$ cat src/rtl/s2c_pkg.sv
// Package: payload types and CORDIC constants for the spherical-to-Cartesian unit.
`timescale 1ns / 1ps
`default_nettype none
package s2c_pkg;

    localparam int unsigned AtanEntries = 24;
    localparam int unsigned AngW        = 34;
    localparam int unsigned TrigW       = 34;

    localparam logic signed [AngW-1:0] GainQ30   = 34'sd652032874;
    localparam logic signed [AngW-1:0] HalfPiQ30 = 34'sd1686629713;
    localparam logic signed [AngW-1:0] PiQ30     = 34'sd3373259426;
    localparam logic signed [63:0]     RoundQ30  = 64'sd536870912;

    typedef struct packed {
        logic signed [15:0] incl_low;
        logic signed [15:0] incl_high;
        logic signed [15:0] azim_low;
        logic signed [15:0] azim_high;
        logic signed [31:0] radial_comp;
        logic signed [31:0] polar_comp;
        logic signed [31:0] azimuthal_comp;
    } t_s2c_in;

    typedef struct packed {
        logic signed [31:0] x_comp;
        logic signed [31:0] y_comp;
        logic signed [31:0] z_comp;
    } t_s2c_out;

    typedef struct packed {
        logic signed [31:0] r;
        logic signed [31:0] p;
        logic signed [31:0] a;
    } t_s2c_vec;

    function automatic logic signed [AngW-1:0] atan_q30(input logic [4:0] idx);
        logic signed [AngW-1:0] v;
        case (idx)
            5'd0:  v = 34'sd843314856;
            5'd1:  v = 34'sd497837829;
            5'd2:  v = 34'sd263043836;
            5'd3:  v = 34'sd133525158;
            5'd4:  v = 34'sd67021686;
            5'd5:  v = 34'sd33543515;
            5'd6:  v = 34'sd16775850;
            5'd7:  v = 34'sd8388437;
            5'd8:  v = 34'sd4194282;
            5'd9:  v = 34'sd2097149;
            5'd10: v = 34'sd1048575;
            5'd11: v = 34'sd524287;
            5'd12: v = 34'sd262143;
            5'd13: v = 34'sd131071;
            5'd14: v = 34'sd65535;
            5'd15: v = 34'sd32767;
            5'd16: v = 34'sd16383;
            5'd17: v = 34'sd8191;
            5'd18: v = 34'sd4095;
            5'd19: v = 34'sd2047;
            5'd20: v = 34'sd1023;
            5'd21: v = 34'sd511;
            5'd22: v = 34'sd255;
            5'd23: v = 34'sd127;
            default: v = '0;
        endcase
        return v;
    endfunction

    // Round a Q.30 product sum to integer, ties up.
    function automatic logic signed [63:0] round_q30(input logic signed [65:0] v);
        logic signed [65:0] t;
        t = v + 66'(RoundQ30);
        return 64'(t >>> 30);
    endfunction

    function automatic logic signed [31:0] sat32(input logic signed [63:0] v);
        logic signed [31:0] o;
        if (v > 64'sd2147483647)       o = 32'sh7fffffff;
        else if (v < -64'sd2147483648) o = 32'sh80000000;
        else                           o = v[31:0];
        return o;
    endfunction

endpackage
`default_nettype wire

$ cat src/rtl/s2c_cordic.sv
// Module: pipelined rotation-mode CORDIC giving sin and cos of a mid angle, one stage per step.
`timescale 1ns / 1ps
`default_nettype none
module s2c_cordic #(
    parameter int unsigned STEPS = 16
) (
    input  wire                                 i_clk,
    input  wire                                 i_en,
    input  wire  signed [15:0]                  i_lo,
    input  wire  signed [15:0]                  i_hi,
    output logic signed [s2c_pkg::TrigW-1:0]    o_sin,
    output logic signed [s2c_pkg::TrigW-1:0]    o_cos
);
    localparam int unsigned N = (STEPS > s2c_pkg::AtanEntries) ? s2c_pkg::AtanEntries : STEPS;
    localparam int unsigned W = s2c_pkg::AngW;

    logic signed [W-1:0] r_x [0:N];
    logic signed [W-1:0] r_y [0:N];
    logic signed [W-1:0] r_z [0:N];
    logic                r_neg [0:N];

    logic signed [16:0] mid_sum;
    logic signed [W-1:0] mid_q30;
    logic signed [W-1:0] n_z0;
    logic                n_neg0;

    always_comb begin
        mid_sum = 17'(i_lo) + 17'(i_hi);
        mid_q30 = W'(mid_sum >>> 1) <<< 17;
        n_neg0  = 1'b0;
        n_z0    = mid_q30;
        if (mid_q30 > s2c_pkg::HalfPiQ30) begin
            n_z0 = mid_q30 - s2c_pkg::PiQ30;
            n_neg0 = 1'b1;
        end else if (mid_q30 < -s2c_pkg::HalfPiQ30) begin
            n_z0 = mid_q30 + s2c_pkg::PiQ30;
            n_neg0 = 1'b1;
        end
    end

    // Stage 0: reduce the angle into [-pi/2, pi/2].
    always_ff @(posedge i_clk) begin
        if (i_en) begin
            r_x[0]   <= s2c_pkg::GainQ30;
            r_y[0]   <= '0;
            r_z[0]   <= n_z0;
            r_neg[0] <= n_neg0;
        end
    end

    for (genvar g = 0; g < N; g++) begin : g_step
        always_ff @(posedge i_clk) begin
            if (i_en) begin
                r_neg[g+1] <= r_neg[g];
                if (!r_z[g][W-1]) begin
                    r_x[g+1] <= r_x[g] - (r_y[g] >>> g);
                    r_y[g+1] <= r_y[g] + (r_x[g] >>> g);
                    r_z[g+1] <= r_z[g] - s2c_pkg::atan_q30(5'(g));
                end else begin
                    r_x[g+1] <= r_x[g] + (r_y[g] >>> g);
                    r_y[g+1] <= r_y[g] - (r_x[g] >>> g);
                    r_z[g+1] <= r_z[g] + s2c_pkg::atan_q30(5'(g));
                end
            end
        end
    end

    assign o_sin = r_neg[N] ? -r_y[N] : r_y[N];
    assign o_cos = r_neg[N] ? -r_x[N] : r_x[N];
endmodule
`default_nettype wire

$ cat config.mk
export PLATFORM = sky130hd
export DESIGN_NAME = s2c_cordic
export DESIGN_NICKNAME = d
export VERILOG_FILES = /design/src/rtl/s2c_pkg.sv /design/src/rtl/s2c_cordic.sv
export SDC_FILE = /design/constraint.sdc
export NUM_CORES = 2
export LEC_CHECK = 0
export BUFFER_PORTS_ARGS = -buffer_cell sky130_fd_sc_hd__buf_2
export CAP_MARGIN = 15
export CORE_AREA = 3 3 692 419
export DETAILED_ROUTE_END_ITERATION = 8
export DIE_AREA = 0 0 695 422
export PLACE_DENSITY = 0.67
export SYNTH_ARGS = -nofsm -noshare
export SYNTH_HDL_FRONTEND = slang
export SYNTH_SLANG_ARGS = --single-unit
$ cat constraint.sdc
create_clock -name i_clk -period 12.6 [get_ports i_clk]
set_input_delay 0.63 -clock i_clk [delete_from_list [all_inputs] [get_ports i_clk]]
set_output_delay 0.63 -clock i_clk [all_outputs]
set_load 0.05 [all_outputs]
Yosys cells after proc, flatten, opt, wreduce, memory -nomap -nowiden
Memory sizes are Yosys's and may differ from the RTL's.
Cells that the tools add are included.
{"block": "totals", "mem_bits_rw": 1751, "regBits": 0, "mem_bits_ro": 0, "latchBits": 0, "elab_cells": 306, "output_inout_bits": 68, "inputBits": 34, "memories": 4}
{"block": "op_classes", "addsub": 100, "order_cmp": 2, "muxes": 152, "div": 0, "bitwise": 48, "shift": 0, "multipliers": 0, "eq_ne": 0, "reduce_logical": 0}
{"name": "r_x", "depth": 17, "width": 34, "read_ports": 17, "rd_ports_with_merged_regs": 0, "write_ports": 17, "line_no": "s2c_cordic.sv:17", "source": "logic signed [W-1:0] r_x [0:N];"}
{"name": "r_y", "depth": 17, "width": 34, "read_ports": 17, "rd_ports_with_merged_regs": 0, "write_ports": 17, "line_no": "s2c_cordic.sv:18", "source": "logic signed [W-1:0] r_y [0:N];"}
{"name": "r_z", "depth": 17, "width": 34, "read_ports": 16, "rd_ports_with_merged_regs": 0, "write_ports": 17, "line_no": "s2c_cordic.sv:19", "source": "logic signed [W-1:0] r_z [0:N];"}
{"name": "r_neg", "depth": 17, "width": 1, "read_ports": 17, "rd_ports_with_merged_regs": 0, "write_ports": 17, "line_no": "s2c_cordic.sv:20", "source": "logic r_neg [0:N];"}
{"operator": "$mux 34", "n": 52}
{"operator": "$mux 1", "n": 100}
{"operator": "$add 34x19->34", "n": 2}
{"operator": "$add 34x20->34", "n": 2}
{"operator": "$add 34x21->34", "n": 2}
{"operator": "$add 34x22->34", "n": 2}
{"operator": "$add 34x23->34", "n": 2}
{"operator": "$add 34x24->34", "n": 2}
{"operator": "$add 34x25->34", "n": 2}
{"operator": "$add 34x26->34", "n": 2}
{"operator": "$add 34x27->34", "n": 2}
{"operator": "$add 34x28->34", "n": 2}
{"operator": "$add 34x29->34", "n": 2}
{"operator": "$add 34x30->34", "n": 2}
{"operator": "$add 34x31->34", "n": 2}
{"operator": "$add 34x32->34", "n": 2}
{"operator": "$add 34x33->34", "n": 2}
{"operator": "$neg 34->34", "n": 2}
{"operator": "$sub 34x19->34", "n": 2}
{"operator": "$sub 34x20->34", "n": 2}
{"operator": "$sub 34x21->34", "n": 2}
{"operator": "$sub 34x22->34", "n": 2}
{"operator": "$sub 34x23->34", "n": 2}
{"operator": "$sub 34x24->34", "n": 2}
{"operator": "49 further kinds", "n": 106}

Longest topological paths before layout
An unclocked memory read counts as a cell.
{"block": "depth", "depth_word": 5, "mapped_depth": 22, "depth_no_buf": 22}

Least setup slack after synthesis
OpenSTA, ideal clock, no wires.
{"block": "synth_timing", "kind": "register to register", "start": "mem r_y[15][19] (netlist bit)", "end": "mem r_x[16][32] (netlist bit), data pin", "required_ns": 12.343, "stages_incl_launch_ff": 20, "setup_slack_ns": 7.258, "setup_time_ns": 0.257, "arrival_time_ns": 5.084, "period_less_slack_ns": 5.342, "cell_sequence": "edfxtp_1 -> or4_4 -> or3_4 -> or4_4 -> or4_4 -> or4_4 -> nand2_1 -> xnor2_1 -> ha_1 -> a21oi_1 -> nor2b_1 -> o21ai_0 -> nand2b_1 -> a2111o_1 -> a31oi_1 -> a2111oi_0 -> o21a_1 -> o21a_1 -> o41a_1 -> xor2_1"}
{"element": "from (decl)", "line_no": "s2c_cordic.sv:18"}
{"element": "to (decl)", "line_no": "s2c_cordic.sv:17"}

==> results.sh <==
export IMPL_synth_mux_area_share_pct=0.984
export IMPL_final_fill_count=26300
export IMPL_hold_path_end="r_y[1][32]"
export IMPL_outcome="finished, final reports clean"
export IMPL_rsz0062_at_grt="no"
export IMPL_ys_async_sr_fraction_pct=0
export IMPL_cts_sinks=1492
export IMPL_fmax_mhz=138
export IMPL_cts_root_buf="clkbuf_16"
export IMPL_slowest_stage="nor4_1"
export IMPL_synth_xor_area_share_pct=13.1
export IMPL_drive_gt1_share_pct=4.42
export IMPL_numCtsBuffers=169
export IMPL_drc=0
export IMPL_synth_fp_nets=14800
export IMPL_criticalPathCategory="flip-flop to flip-flop"
export IMPL_insertion_delay_ns=0.87
export IMPL_viasPerCell=5.97
export IMPL_postSynthCellCount=13300
export IMPL_synth_adder_area_share_pct=14.9
export IMPL_dpl_hpwl_microns=277000
export IMPL_crit_path_max_incr_delay_ns=0.78
export IMPL_reg2reg_to="r_x[11][32]"
export IMPL_tritoncts="built"
export IMPL_syn_area_per_cell_sq_um=9.58
export IMPL_cts_resized=0
export IMPL_cts_htree_levels=4
export IMPL_ant_nets=0
export IMPL_yosysSeqAreaShare_pct=35.1
export IMPL_track_usage_pct=23.1
export IMPL_grt_pass1_wl_microns=544000
export IMPL_synth_cell_types=99
export IMPL_start_util_pct=44.8
export IMPL_tns_ns=0
export IMPL_hp_class="input pin to flip-flop"
export IMPL_tightest_slew_ns=1.25
export IMPL_wirelength_microns=349000
export IMPL_fin_skew_ns=0.0702
export IMPL_cp_start_kind="flip-flop"
export IMPL_stdcell_count=17400
export IMPL_fp_coreArea_sq_um=285000
export IMPL_clk_pin_slew_ns=0.07
export IMPL_firstDrtPassIters=8
export IMPL_hold_viol=0
export IMPL_die_w_microns=695
export IMPL_postLayoutCoreUtil_pct=48.5
export IMPL_reg2reg_depth=18
export IMPL_crit_buf_inv=1
export IMPL_boundaryPins=102
export IMPL_drtIter0Drc=12500
export IMPL_worstPathRequired_ns=13.21
export IMPL_syn_area_sq_um=128000
export IMPL_layout_common_cells="1492 x edfxtp_1, 1443 x ha_1, 1319 x a21oi_1"
export IMPL_period_minus_slack_ns=7.24
export IMPL_wl_per_cell_microns=20.1
export IMPL_vias=104000
export IMPL_first_global_vias=91800
export IMPL_grt_overflow=0
export IMPL_synth_compound_area_share_pct=20.6
export IMPL_gp_congestion=0.973
export IMPL_cp_end_kind="flip-flop"
export IMPL_hold_path_startpoint="i_en"
export IMPL_whs_path_depth=1
export IMPL_syn2layout_area_growth_pct=8.12
export IMPL_layout_commonest_cell="edfxtp_1"
export IMPL_cap_violations=0
export IMPL_cts_setup_buffers=0
export IMPL_slew_viol_final=0
export IMPL_path_max_fanout=5
export IMPL_synth_simple_gate_area_share_pct=13.1
export IMPL_maxSlewHeadroom_pct=16.2
export IMPL_synth_edff_count=1492
export IMPL_placed_cells=17100
export IMPL_period_share_pct=57.5
export IMPL_antenna_found_initial=4
export IMPL_dieArea_sq_um=293000
export IMPL_critical_path_top_delay_family="simple AND/OR/NAND/NOR gates"
export IMPL_placementRows=152
export IMPL_crit_arrival_ns=7.85
export IMPL_synth_top_family_by_area="compound AO/OA/AOI/OAI gates"
export IMPL_yosysWarnings=0
export IMPL_die_height_microns=422
export IMPL_rr_startpoint="r_y[10][14]"
export IMPL_port_buffers=101
export IMPL_r2r_slack_ns=5.36
export IMPL_ys_seq_elements=1492
export IMPL_final_nets=15000
export IMPL_cts_max_path_buffers=4
export IMPL_setup_viol=0
export IMPL_path_cells="or4_1 -> nor3_1 -> nand2b_1 -> nor4_1 -> buf_2 -> nand2_1 -> o21ai_0 -> xnor2_1 -> ha_1 -> a21oi_1 -> nor3b_1 -> o211ai_1 -> a22oi_1 -> nand2_1 -> nand3_1 -> and3_1 -> a21oi_1 -> o311ai_0"
export IMPL_ys_flop_type="edfxtp_1"
export IMPL_holdBufCountCts=0
export IMPL_grt_max_degree=152
[metal layers]
metal	vias to the layer above	part of all wire, %	global-route usage, %
met5	-	0.027	0.212
met4	4	0.99	2.73
met3	244	15	8.48
met2	4638	31	24.5
met1	48700	54	41.0
li1	50000	-	-
[how the worst max path moves through the flow]
stage           startpoint          end  slack, ns  cells past startpoint
2_1_floorplan  r_y[15][19]  r_x[16][32]       7.26                     19
3_3_place_gp          i_en   r_y[7][32]       4.90                     21
3_5_place_dp          i_en   r_y[7][32]       4.98                     21
4_1_cts               i_en   r_y[7][32]       5.89                     21
5_1_grt               i_en   r_y[7][32]       5.11                     21
6_report       r_y[10][14]  r_x[11][32]       5.36                     18
[state kept, by name, summed over array words and instances, names as in the netlist]
name   flops
r_x      484
r_neg     16
r_z      481
r_y      511
[worst reg2reg max path, stage by stage, from the launching register on]
cell      delay (ns)
edfxtp_1        0.61
or4_1           0.59
nor3_1          0.55
nand2b_1        0.18
nor4_1          0.78
buf_2           0.32
nand2_1         0.16
o21ai_0         0.24
xnor2_1         0.27
ha_1            0.37
a21oi_1         0.24
nor3b_1         0.59
o211ai_1        0.51
a22oi_1         0.58
nand2_1         0.19
nand3_1         0.10
and3_1          0.22
a21oi_1         0.11
o311ai_0        0.38
[cells by family (layout without fill, tap and decap cells)]
logic type,count (synthesis),count (layout)
AO/OA/AOI/OAI,4119,4119
XOR/XNOR,1911,1911
adder cells (fa/ha/maj),1490,1490
buffers and inverters,774,1037
flip-flops,1492,1492
multiplexers,119,119
other,0,2
AND/OR/NAND/NOR,3420,3420
[cell type report]
cell class	count	area, sq um	share of cell area [%]
sequential	1492	44800	32.5
inverter	564	2120	1.53
clock inverter	97	917	0.664
clock buffer	199	4380	3.18
multi-input combinational	11100	80000	57.9
antenna	2	5.00	0.00363
timing repair buffer	177	1120	0.814
tap	3773	4720	3.42
[cell usage after synthesis, types with 157 or more instances]
library cell / count / share of area, %
edfxtp_1: 1492 / 35
ha_1: 1443 / 14
a21oi_1: 1319 / 5.2
xnor2_1: 1251 / 8.6
nor2_1: 1000 / 2.9
nand2_1: 744 / 2.2
xor2_1: 658 / 4.5
a21o_1: 653 / 3.8
o21ai_0: 636 / 2.5
inv_1: 553 / 1.6
nor3_1: 329 / 1.3
nand3_1: 230 / 0.90
o21a_1: 223 / 1.3
nand2b_1: 219 / 1.1
nor2b_1: 193 / 0.95
clkbuf_1: 170 / 0.50
o21bai_1: 157 / 0.92
[per-stage QoR]
step                      worst slack (ns)  instance area [sq um]  hold WS (ns)
after floorplan                       7.26                 128000         0.400
after global placement                4.90                 133000         0.402
after detailed placement              4.98                 133000         0.405
after CTS                             5.89                 138000         0.242
after global routing                  5.11                 138000         0.267
final                                 5.36                 138000         0.272
Power is left out: the tool's default activity adds up to more than one toggle a clock period on the data nets, which glitch-free logic cannot reach.
